--- config.mk ---
export PLATFORM = sky130hd
export DESIGN_NAME = bond_allow_list_table_unit
export DESIGN_NICKNAME = d
export VERILOG_FILES = /design/src/hdl/balt_pkg.sv /design/src/hdl/balt_ctrl.sv /design/src/hdl/balt_datapath.sv /design/src/hdl/bond_allow_list_table_unit.sv
export SDC_FILE = /design/constraint.sdc
export NUM_CORES = 1
export LEC_CHECK = 0
export BUFFER_PORTS_ARGS = -buffer_cell sky130_fd_sc_hd__buf_4
export CAP_MARGIN = 10
export CORE_MARGIN = 4
export CORE_UTILIZATION = 35
export CTS_CLUSTER_SIZE = 24
export DETAILED_ROUTE_END_ITERATION = 16
export PLACE_DENSITY = 0.53
export SKIP_CTS_REPAIR_TIMING = 1
export SYNTH_ARGS = -nofsm -noshare
export SYNTH_HDL_FRONTEND = slang
export SYNTH_SLANG_ARGS = --single-unit
--- constraint.sdc ---
create_clock -name clk -period 15.43 [get_ports clk]
set_input_delay 1.543 -clock clk [delete_from_list [all_inputs] [get_ports clk]]
set_output_delay 1.543 -clock clk [all_outputs]
set_load 0.03 [all_outputs]
--- src/hdl/balt_pkg.sv ---
// Shared types and constants for the bond allow-list table.
// Used by the controller, the datapath and the top level; depends on nothing.
package balt_pkg;

  localparam int BALT_ENTRIES = 8;

  // A snapshot never emits more than this many addresses.
  localparam logic [3:0] SNAP_MAX = 4'd8;
  localparam logic [7:0] FAIL_MAX = 8'd255;

  typedef enum logic [3:0] {
    OP_LOOKUP   = 4'd0,
    OP_ADD      = 4'd1,
    OP_REMOVE   = 4'd2,
    OP_FAIL     = 4'd3,
    OP_LOGIN_OK = 4'd4,
    OP_ADMIT    = 4'd5,
    OP_OPEN     = 4'd6,
    OP_CLOSE    = 4'd7,
    OP_SNAPSHOT = 4'd8
  } balt_op_t;

  typedef struct packed {
    logic [3:0]  op;
    logic [7:0]  addr_type;
    logic [47:0] addr_value;
    logic [3:0]  snap_limit;
  } balt_in_t;

  typedef struct packed {
    logic        ok;
    logic        is_listed;
    logic [7:0]  fail_count;
    logic        window_now_open;
    logic [7:0]  out_type;
    logic [47:0] out_addr;
    logic        last;
  } balt_out_t;

  // Commands from the controller to the datapath.
  typedef struct packed {
    logic capture;
    logic match;
    logic exec;
    logic snap_step;
  } balt_cmd_t;

  // Status from the datapath back to the controller.
  typedef struct packed {
    logic out_free;
    logic op_snap;
    logic snap_none;
    logic snap_last;
  } balt_sts_t;

endpackage

--- src/hdl/balt_ctrl.sv ---
// Sequencing state machine for the bond allow-list table.
// Depends on balt_pkg for the command and status structs.
module balt_ctrl (
  input  logic               clk,
  input  logic               rst_n,
  input  logic               in_valid,
  output logic               in_stall,
  input  balt_pkg::balt_sts_t sts,
  output balt_pkg::balt_cmd_t cmd
);
  import balt_pkg::*;

  typedef enum logic [1:0] {
    ST_IDLE,
    ST_MATCH,
    ST_EXEC,
    ST_SNAP
  } state_t;

  state_t state_r, state_nxt;

  always_comb begin
    cmd       = '0;
    state_nxt = state_r;
    unique case (state_r)
      ST_IDLE: begin
        cmd.capture = in_valid;
        if (in_valid) state_nxt = ST_MATCH;
      end
      ST_MATCH: begin
        cmd.match = 1'b1;
        state_nxt = ST_EXEC;
      end
      ST_EXEC: begin
        cmd.exec = sts.out_free;
        if (sts.out_free) begin
          state_nxt = (sts.op_snap && !sts.snap_none) ? ST_SNAP : ST_IDLE;
        end
      end
      ST_SNAP: begin
        cmd.snap_step = sts.out_free;
        if (sts.out_free && sts.snap_last) state_nxt = ST_IDLE;
      end
      default: state_nxt = ST_IDLE;
    endcase
  end

  always_ff @(posedge clk) begin
    if (!rst_n) begin
      state_r <= ST_IDLE;
    end else begin
      state_r <= state_nxt;
    end
  end

  assign in_stall = (state_r != ST_IDLE);

  a_cmd_onehot: assert property (@(posedge clk) disable iff (!rst_n) $onehot0(cmd))
    else $error("controller issued more than one command");
  a_match_follows: assert property (@(posedge clk) disable iff (!rst_n)
    cmd.capture |=> cmd.match)
    else $error("match did not follow capture");
  a_snap_done: assert property (@(posedge clk) disable iff (!rst_n)
    (cmd.snap_step && sts.snap_last) |=> (state_r == ST_IDLE && !in_stall))
    else $error("snapshot did not finish on its last entry");

endmodule

--- src/hdl/balt_datapath.sv ---
// Peer table, match logic, write-back and output register of the allow-list table.
// Depends on balt_pkg; driven by balt_ctrl through the command struct.
module balt_datapath #(
  parameter int ENTRIES = balt_pkg::BALT_ENTRIES
) (
  input  logic                clk,
  input  logic                rst_n,
  input  balt_pkg::balt_in_t  in_data,
  input  balt_pkg::balt_cmd_t cmd,
  output balt_pkg::balt_sts_t sts,
  output logic                out_valid,
  input  logic                out_stall,
  output balt_pkg::balt_out_t out_data
);
  import balt_pkg::*;

  localparam int IDX_W = (ENTRIES > 1) ? $clog2(ENTRIES) : 1;

  balt_in_t              in_r;
  logic [ENTRIES-1:0]    slot_used_r;
  logic [7:0]            slot_type_r   [ENTRIES];
  logic [47:0]           slot_addr_r   [ENTRIES];
  logic [ENTRIES-1:0]    slot_listed_r;
  logic [7:0]            slot_fail_r   [ENTRIES];
  logic                  win_r;

  logic [ENTRIES-1:0]    hit_r;
  logic [ENTRIES-1:0]    pending_r;
  logic [3:0]            remain_r;

  balt_out_t             out_r;
  logic                  out_valid_r;

  logic                  hit_any, free_any, claim, tgt_ok;
  logic [IDX_W-1:0]      hit_idx, free_idx, tgt_idx, snap_idx;
  logic [7:0]            cur_fail, fail_inc, fail_val;
  logic                  do_claim, do_clear, set_listed, set_fail, win_nxt;
  logic [ENTRIES-1:0]    pending_left;
  logic [3:0]            cap;
  logic                  out_free, out_load;
  balt_out_t             res;

  // Lowest-index encoders for the match, the free slots and the snapshot scan.
  always_comb begin
    hit_idx  = '0;
    free_idx = '0;
    snap_idx = '0;
    for (int i = ENTRIES - 1; i >= 0; i--) begin
      if (hit_r[i])        hit_idx  = IDX_W'(i);
      if (!slot_used_r[i]) free_idx = IDX_W'(i);
      if (pending_r[i])    snap_idx = IDX_W'(i);
    end
  end

  assign hit_any  = |hit_r;
  assign free_any = ~&slot_used_r;
  assign claim    = !hit_any && free_any;
  assign tgt_ok   = hit_any || free_any;
  assign tgt_idx  = hit_any ? hit_idx : free_idx;
  assign cur_fail = claim ? 8'd0 : slot_fail_r[tgt_idx];
  assign fail_inc = (cur_fail == FAIL_MAX) ? cur_fail : cur_fail + 8'd1;
  assign cap      = (in_r.snap_limit > SNAP_MAX) ? SNAP_MAX : in_r.snap_limit;

  always_comb begin
    pending_left           = pending_r;
    pending_left[snap_idx] = 1'b0;
  end

  always_comb begin
    res                 = '0;
    res.window_now_open = win_r;
    res.last            = 1'b1;
    do_claim            = 1'b0;
    do_clear            = 1'b0;
    set_listed          = 1'b0;
    set_fail            = 1'b0;
    fail_val            = fail_inc;
    win_nxt             = win_r;
    if (cmd.snap_step) begin
      res.ok       = 1'b1;
      res.out_type = slot_type_r[snap_idx];
      res.out_addr = slot_addr_r[snap_idx];
      res.last     = sts.snap_last;
    end else begin
      unique case (in_r.op)
        OP_LOOKUP: begin
          res.ok        = hit_any;
          res.is_listed = hit_any && slot_listed_r[hit_idx];
        end
        OP_ADD: begin
          do_claim   = claim;
          set_listed = tgt_ok;
          res.ok     = tgt_ok;
        end
        OP_REMOVE: begin
          do_clear = hit_any;
          res.ok   = hit_any;
        end
        OP_FAIL: begin
          do_claim       = claim;
          set_fail       = tgt_ok;
          res.ok         = tgt_ok;
          res.fail_count = tgt_ok ? fail_inc : 8'd0;
        end
        OP_LOGIN_OK: begin
          set_fail = hit_any;
          fail_val = 8'd0;
          res.ok   = hit_any;
        end
        OP_ADMIT: begin
          if (win_r) begin
            do_claim            = claim;
            set_listed          = tgt_ok;
            win_nxt             = 1'b0;
            res.ok              = 1'b1;
            res.window_now_open = 1'b0;
          end
        end
        OP_OPEN: begin
          win_nxt             = 1'b1;
          res.ok              = 1'b1;
          res.window_now_open = 1'b1;
        end
        OP_CLOSE: begin
          win_nxt             = 1'b0;
          res.ok              = 1'b1;
          res.window_now_open = 1'b0;
        end
        // An empty snapshot gives a single result with ok low.
        OP_SNAPSHOT: res.ok = 1'b0;
        default:     res.ok = 1'b0;
      endcase
    end
  end

  assign sts.out_free  = out_free;
  assign sts.op_snap   = (in_r.op == OP_SNAPSHOT);
  assign sts.snap_none = (remain_r == 4'd0) || (pending_r == '0);
  assign sts.snap_last = (remain_r == 4'd1) || (pending_left == '0);

  assign out_free = !out_valid_r || !out_stall;
  assign out_load = cmd.snap_step || (cmd.exec && !(sts.op_snap && !sts.snap_none));

  always_ff @(posedge clk) begin
    if (cmd.capture) in_r <= in_data;
    if (cmd.match) begin
      for (int i = 0; i < ENTRIES; i++) begin
        hit_r[i] <= slot_used_r[i] && (slot_type_r[i] == in_r.addr_type) &&
                    (slot_addr_r[i] == in_r.addr_value);
      end
      pending_r <= slot_used_r & slot_listed_r;
      remain_r  <= cap;
    end
    if (cmd.snap_step) begin
      pending_r <= pending_left;
      remain_r  <= remain_r - 4'd1;
    end
  end

  // Only the in-use flags need clearing: nothing else of a free slot is ever read.
  always_ff @(posedge clk) begin
    if (!rst_n) begin
      slot_used_r <= '0;
      win_r       <= 1'b0;
    end else if (cmd.exec) begin
      if (do_claim) slot_used_r[tgt_idx] <= 1'b1;
      if (do_clear) slot_used_r[hit_idx] <= 1'b0;
      win_r <= win_nxt;
    end
  end

  // A claimed slot starts unlisted with no failures unless the op itself sets them.
  always_ff @(posedge clk) begin
    if (cmd.exec) begin
      if (do_claim) begin
        slot_type_r[tgt_idx] <= in_r.addr_type;
        slot_addr_r[tgt_idx] <= in_r.addr_value;
      end
      if (do_claim || set_listed) slot_listed_r[tgt_idx] <= set_listed;
      if (do_claim || set_fail)   slot_fail_r[tgt_idx]   <= set_fail ? fail_val : 8'd0;
      if (do_clear)               slot_listed_r[hit_idx] <= 1'b0;
    end
  end

  always_ff @(posedge clk) begin
    if (!rst_n) begin
      out_valid_r <= 1'b0;
    end else if (out_load) begin
      out_valid_r <= 1'b1;
    end else if (!out_stall) begin
      out_valid_r <= 1'b0;
    end
  end

  always_ff @(posedge clk) begin
    if (out_load) out_r <= res;
  end

  assign out_valid = out_valid_r;
  assign out_data  = out_r;

  a_single_match: assert property (@(posedge clk) disable iff (!rst_n)
    cmd.exec |-> $onehot0(hit_r))
    else $error("an address matched more than one slot");
  a_snap_has_entry: assert property (@(posedge clk) disable iff (!rst_n)
    cmd.snap_step |-> (pending_r != '0 && remain_r != 4'd0))
    else $error("snapshot step with nothing left to emit");
  a_no_overwrite: assert property (@(posedge clk) disable iff (!rst_n)
    (out_valid_r && out_stall) |-> !out_load)
    else $error("a waiting result was overwritten");

endmodule

--- src/hdl/bond_allow_list_table_unit.sv ---
// Bond allow-list table: ENTRIES peer slots (type, address, listed flag, failed-login
// count) and a pairing-window flag, driven by one op per input transaction. Items are
// handled one at a time: an item is captured while the unit is idle, all slots are
// compared into a registered hit vector in the match state, and the write-back and
// result load follow in the exec state once the output register is free. A snapshot
// then scans the listed slots in order, emitting one address per step. The next item
// is accepted as soon as the previous result sits in the output register; a stall on
// the result channel holds the exec and snapshot steps until that register is free.
// The table is empty straight after reset, with no clearing sweep.
module bond_allow_list_table_unit #(
  parameter int ENTRIES = balt_pkg::BALT_ENTRIES
) (
  input  logic                clk,
  input  logic                rst_n,
  input  logic                in_valid,
  output logic                in_stall,
  input  balt_pkg::balt_in_t  in_data,
  output logic                out_valid,
  input  logic                out_stall,
  output balt_pkg::balt_out_t out_data
);
  import balt_pkg::*;

  balt_cmd_t cmd;
  balt_sts_t sts;

  balt_ctrl u_ctrl (
    .clk      (clk),
    .rst_n    (rst_n),
    .in_valid (in_valid),
    .in_stall (in_stall),
    .sts      (sts),
    .cmd      (cmd)
  );

  balt_datapath #(
    .ENTRIES (ENTRIES)
  ) u_datapath (
    .clk       (clk),
    .rst_n     (rst_n),
    .in_data   (in_data),
    .cmd       (cmd),
    .sts       (sts),
    .out_valid (out_valid),
    .out_stall (out_stall),
    .out_data  (out_data)
  );

endmodule

==> results_dict.tcl, run 1 <==
set metrics [dict create \
    synth_compound_area_share_pct 11.4 \
    cp.required_ns 15.77 \
    tightest_slew_ns 1.30 \
    die_w_um 307 \
    grt_pass1_vias 21600 \
    crit_type "reg -> reg" \
    pre_cts_slack_ns 10.43 \
    cts_made_buffers 80 \
    slew_viol_final 0 \
    setup_ws_ns 10.50 \
    antenna_found_initial 2 \
    grt_pass1_wl_um 178000 \
    async_flop_share_pct 0 \
    status "completed" \
    finalClockSkew_ns 0.0305 \
    firstDrtPassIters 10 \
    routabilityCongestion 1.01 \
    synth_ff_type "edfxtp_1" \
    synth_edf_count 672 \
    fmax_ghz 0.203 \
    dp.cells 3643 \
    final_cell_mix "edfxtp_1, nand2_1, buf_4, xnor2_1, xor2_1" \
    finalSetupViolations 0 \
    grt-ovfl-total 0 \
    rsz0062_at_grt "false" \
    max-cap-violations 0 \
    setup_tns_ns 0 \
    start_util_pct 35.4 \
    clockBufferDepth 3 \
    cts.clk_slew.worst_paths_ns 0.06 \
    arrival_ns 5.27 \
    port_buffers 137 \
    critPathLaunchType "register" \
    cts-root-buf "clkbuf_16" \
    nets 2631 \
    ys_seq_area_share_pct 65.3 \
    ys_warn_count 0 \
    ios 138 \
    syn2layout_area_growth_pct 16.3 \
    yosys.area_share.simple_pct 10.3 \
    synth.area.top_cells "edfxtp_1, xnor2_1, xor2_1" \
    worst-path-max-fanout 16 \
    utilization_pct 41.1 \
    final_common_cell "edfxtp_1" \
    ys_seq_elements 684 \
    core-area_um2 88500 \
    synth_top_area_cell "edfxtp_1" \
    netlist_instances 2431 \
    max-slew-margin-rel_pct 12.7 \
    fin_cells 3792 \
    drive_gt1_share_pct 14.2 \
    ant_nets 0 \
    clkSinkCount 684 \
    die_h_um 307 \
    synth-adder-area-share_pct 0.120 \
    drt_iter0_drc 3727 \
    tritoncts "built" \
    vias 22600 \
    power_leakage_nw 12.3 \
    wire_per_inst_um 34.2 \
    rows 109 \
    h-tree-depth 3 \
    die_area_um2 94200 \
    irDropWorstVdd_uv 81.3 \
    crit_path_end_kind "register" \
    drc 0 \
    ys_types 87 \
    netlist_area_um2 31300 \
    syn_avg_cell_area_um2 12.9 \
    synth_top_family_by_area "compound AO/OA/AOI/OAI gates" \
    register_area_um2 20400 \
    synth-xor-area-share_pct 9.63 \
    dp_hpwl_um 93200 \
    avgViaCountPerCell 5.95 \
    multi_input_area_um2 10000 \
    hold_violations 0 \
    yosysTopAreaCellShare_pct 64.5 \
    hold_path.class "reg -> reg" \
    synthMuxAreaShare_pct 0.224 \
    grtUsageTotal_pct 26.9 \
    period_share_pct 32.0 \
    clk_latency_ns 0.65 \
    final.min_clock_period_ns 4.93 \
    wirelength_um 130000 \
    nFillCells 8299 \
    grt_max_degree 68 \
    power_density_nw_per_um2 121 \
    syn-num-nets 2502 \
]
## worst max-delay path: stages, from the launching register on
cell and delay, ns:
edfxtp_1 0.53, or4_1 0.75, nor2_8 0.25, a32oi_2 0.40, nor4_1 0.94, a221o_1 0.34
nor4b_4 0.08, ha_1 0.27, and2_1 0.23, and4b_1 0.25, nor3_1 0.59
## state kept, by name, indices dropped and copies added, names as in the netlist
signal / flops
u_ctrl.state_r: 2
u_datapath.hit_r: 8
u_datapath.in_r: 64
u_datapath.out_data: 68
u_datapath.out_valid: 1
u_datapath.pending_r: 8
u_datapath.remain_r: 4
u_datapath.slot_addr_r: 384
u_datapath.slot_fail_r: 64
u_datapath.slot_listed_r: 8
u_datapath.slot_type_r: 64
u_datapath.slot_used_r: 8
u_datapath.win_r: 1
## area by class of cell
class | instances | area share (%)
Clock inverter | 55 | 1.59
Multi-Input combinational cell | 1510 | 27.6
Sequential cell | 684 | 56.1
Clock buffer | 93 | 5.75
Tap cell | 1165 | 4.01
Inverter | 91 | 0.939
Timing Repair Buffer | 193 | 3.98
Antenna cell | 1 | 0.00688
## final timing paths
kind | end | depth (start not counted) | slack (ns) | startpoint
setup / recovery | u_datapath.slot_fail_r[3][6]$_DFFE_PP_ | 10 | 10.50 | u_datapath.hit_r[0]$_DFFE_PP_
hold reg to reg | u_datapath.remain_r[1]$_DFFE_PP_ | 2 | 0.60 | u_datapath.in_r[1]$_DFFE_PP_
hold / removal | u_datapath.remain_r[1]$_DFFE_PP_ | 2 | 0.60 | u_datapath.in_r[1]$_DFFE_PP_
setup reg to reg | u_datapath.slot_fail_r[3][6]$_DFFE_PP_ | 10 | 10.50 | u_datapath.hit_r[0]$_DFFE_PP_
## kinds of logic after synthesis
group	count (synthesis)
flops	684
simple gates	669
compound gates	487
xor+xnor	344
buf+inv	237
mux	7
fa+ha+maj	3
## metal layers
layer | up-vias | GRT usage [%] | wire length (um)
met5 | - | 0 | 0
met4 | 0 | 9.97 | 5400
met3 | 197 | 4.83 | 11300
met2 | 1275 | 41.5 | 58000
met1 | 11600 | 38.1 | 54900
li1 | 9519 | - | -
## power breakdown
group / leakage [nW] / internal [mW] / switching [mW] / total [mW]
Combinational: 4.75 / 0.0937 / 0.237 / 0.330
Sequential: 6.20 / 2.07 / 0.0419 / 2.11
Clock: 1.31 / 1.15 / 0.803 / 1.95
## synth_stat cells, types with 8 or more instances
| library cell | count |
|---|---|
| nor4_1 | 69 |
| nand3_1 | 25 |
| o221ai_1 | 10 |
| a22oi_1 | 9 |
| a221oi_1 | 31 |
| nor2_1 | 55 |
| a31oi_1 | 12 |
| a222oi_1 | 62 |
| xnor2_1 | 172 |
| edfxtp_1 | 672 |
| o31a_1 | 57 |
| dfxtp_1 | 12 |
| inv_1 | 90 |
| o22ai_1 | 40 |
| xor2_1 | 172 |
| nor3_1 | 31 |
| nand2_1 | 365 |
| o2bb2ai_1 | 15 |
| nand4_1 | 59 |
| a21oi_1 | 143 |
| clkbuf_1 | 132 |
| o221a_2 | 8 |
| o21ai_0 | 37 |
## stage by stage
step           cell area [um^2]  hold WS, ns  total power, mW
4_1_cts                   36400        0.579             4.42
3_3_place_gp              33700        0.552             2.48
5_1_grt                   36400        0.607             4.52
2_1_floorplan             31300        0.528             2.31
6_report                  36400        0.597             4.39
3_5_place_dp              33700        0.568             2.48
Power figures use the tool's default switching activity.
==> inputs of run 2 (changes only) <==
--- a/config.mk
+++ b/config.mk
@@ -11,7 +11,7 @@
 export CORE_UTILIZATION = 35
 export CTS_CLUSTER_SIZE = 24
 export DETAILED_ROUTE_END_ITERATION = 16
-export PLACE_DENSITY = 0.53
+export PLACE_DENSITY = 0.55
 export SKIP_CTS_REPAIR_TIMING = 1
 export SYNTH_ARGS = -nofsm -noshare
 export SYNTH_HDL_FRONTEND = slang
==> constraint.sdc (replaced) <==
create_clock -name clk -period 4.4 [get_ports clk]
set_input_delay 0.44 -clock clk [delete_from_list [all_inputs] [get_ports clk]]
set_output_delay 0.44 -clock clk [all_outputs]
set_load 0.03 [all_outputs]
==> results_dict.tcl, run 2 (same netlist as run 1, synthesis figures left out) <==
set metrics [dict create \
    hold_start "rst_n" \
    met1Wirelength_um 58600 \
    hold_violations 0 \
    grt-ovfl-total 0 \
    routed-wl-met2_um 61300 \
    grt_pass1_wl_um 187000 \
    timing.rr.end "u_datapath.slot_fail_r[7][0]$_DFFE_PP_" \
    tritoncts "built" \
    antenna_found_initial 7 \
    arrival_ns 4.54 \
    r2r_cells 11 \
    final_common_cell "edfxtp_1" \
    die_h_um 307 \
    core-area_um2 88500 \
    power_density_nw_per_um2 404 \
    slowest_stage "nor2_1" \
    status "completed" \
    worst-path-buf-inv 2 \
    final_cell_mix "edfxtp_1, nand2_1, buf_4, xnor2_1, xor2_1" \
    wire_per_inst_um 35.2 \
    hold_depth 2 \
    cts_made_buffers 78 \
    crit_path_end_kind "register" \
    crit_family "simple AND/OR/NAND/NOR gates" \
    die_area_um2 94200 \
    dp_hpwl_um 100000 \
    drc 0 \
    h-tree-depth 3 \
    clkSinkCount 684 \
    cts.clk_slew.worst_paths_ns 0.06 \
    whs_ns 0.121 \
    crit_chain "or4_1 > buf_4 > nor2_8 > o211a_4 > nor2_1 > buf_4 > a32oi_1 > nor3_1 > and2_1 > nand3_4 > mux2i_1" \
    r2r_start "u_datapath.hit_r[3]$_DFFE_PP_" \
    avgViaCountPerCell 5.96 \
    vias 23400 \
    port_buffers 137 \
    worst-path-max-fanout 14 \
    finalSetupViolations 0 \
    crit_top_cell "buf_4" \
    drive_gt1_share_pct 16.2 \
    largest_reg_flops 384 \
    setup_tns_ns 0 \
    regMostFlops "u_datapath.slot_addr_r" \
    slew_viol_final 0 \
    max-slew-margin-rel_pct 22.9 \
    ant_nets 0 \
    cts-root-buf "clkbuf_16" \
    reg2reg_slack_ns 0.21 \
    finalClockSkew_ns 0.0430 \
    whs_endpoint "u_datapath.slot_used_r[5]$_SDFFE_PN0P_" \
    critPathLaunchType "register" \
    tightest_slew_ns 1.15 \
    max-cap-violations 0 \
    die_w_um 307 \
    rows 109 \
    top_layer_used "met5" \
    fmax_ghz 0.239 \
    slowest_delay_ns 0.64 \
    crit_type "reg -> reg" \
    final.min_clock_period_ns 4.19 \
    start_util_pct 35.4 \
    cp.required_ns 4.76 \
    irDropWorstVdd_uv 260 \
    nFillCells 8140 \
    clk_latency_ns 0.67 \
    wl_met3_um 12000 \
    nets 2778 \
    syn2layout_area_growth_pct 20.7 \
    rsz0062_at_grt "true" \
    grt_max_degree 113 \
    grtUsageTotal_pct 28.6 \
    routabilityCongestion 1.02 \
    power_leakage_nw 12.9 \
    hold_path.class "in -> reg" \
    clockBufferDepth 3 \
    ios 138 \
    period_share_pct 95.2 \
    wirelength_um 138000 \
    drt_iter0_drc 3555 \
    grt_pass1_vias 22000 \
    firstDrtPassIters 8 \
]
-- run 2: changes by cell type in the layout (fill, tap and decap cells not counted), sizes merged --
cell	delta
bufinv	-3
buf	+85
clkbuf	-4
dlygate4sd3	+64
diode	+2
clkinv	-5
inv	+2
-- run 2: worst max-delay path by stage --
stage	start	to	slack, ns	depth (start not counted)
2_1_floorplan	u_datapath.hit_r[0]$_DFFE_PP_	u_datapath.slot_used_r[4]$_SDFFE_PN0P_	-0.38	8
3_3_place_gp	u_datapath.hit_r[1]$_DFFE_PP_	u_datapath.slot_fail_r[2][6]$_DFFE_PP_	0.24	9
3_5_place_dp	u_datapath.hit_r[1]$_DFFE_PP_	u_datapath.slot_fail_r[2][6]$_DFFE_PP_	0.18	9
4_1_cts	u_datapath.hit_r[3]$_DFFE_PP_	u_datapath.slot_fail_r[3][6]$_DFFE_PP_	0.13	11
5_1_grt	u_datapath.hit_r[1]$_DFFE_PP_	u_datapath.slot_fail_r[0][4]$_DFFE_PP_	-0.008	11
6_report	u_datapath.hit_r[3]$_DFFE_PP_	u_datapath.slot_fail_r[7][0]$_DFFE_PP_	0.21	11
-- run 2: power by group --
part	internal (mW)	leakage [nW]	total, mW	switching (mW)
clock network	3.73	1.22	6.56	2.83
logic	0.408	5.52	1.28	0.870
registers	7.27	6.20	7.43	0.161
-- run 2: per-stage QoR --
stage	util [%]	instance area, um^2	instances	worst slack [ns]	total power, mW
after floorplan	-	31300	2431	-0.382	8.11
after global placement	39.1	34600	3728	0.238	8.77
after detailed placement	39.1	34600	3728	0.183	8.77
after CTS	41.9	37100	3866	0.134	15.3
after global routing	42.7	37800	3930	-0.00781	15.7
final	42.7	37800	3933	0.213	15.3
-- run 2: per-layer routing --
| metal | up-vias | track usage [%] |
|---|---|---|
| met1 | 12000 | 40.7 |
| met5 | - | 0 |
| met3 | 232 | 4.64 |
| met4 | 8 | 11.8 |
| li1 | 9803 | - |
| met2 | 1440 | 43.9 |
-- run 2: layout make-up --
cell class / count / area, um^2 / area share [%]
clock inverters: 49 / 504 / 1.34
inverters: 91 / 342 / 0.904
well taps: 1165 / 1460 / 3.86
clock buffers: 89 / 2010 / 5.33
repair buffers: 342 / 2950 / 7.82
flip-flops and latches: 684 / 20400 / 54.1
multi-input cells: 1510 / 10100 / 26.7
diodes: 3 / 7.51 / 0.0199
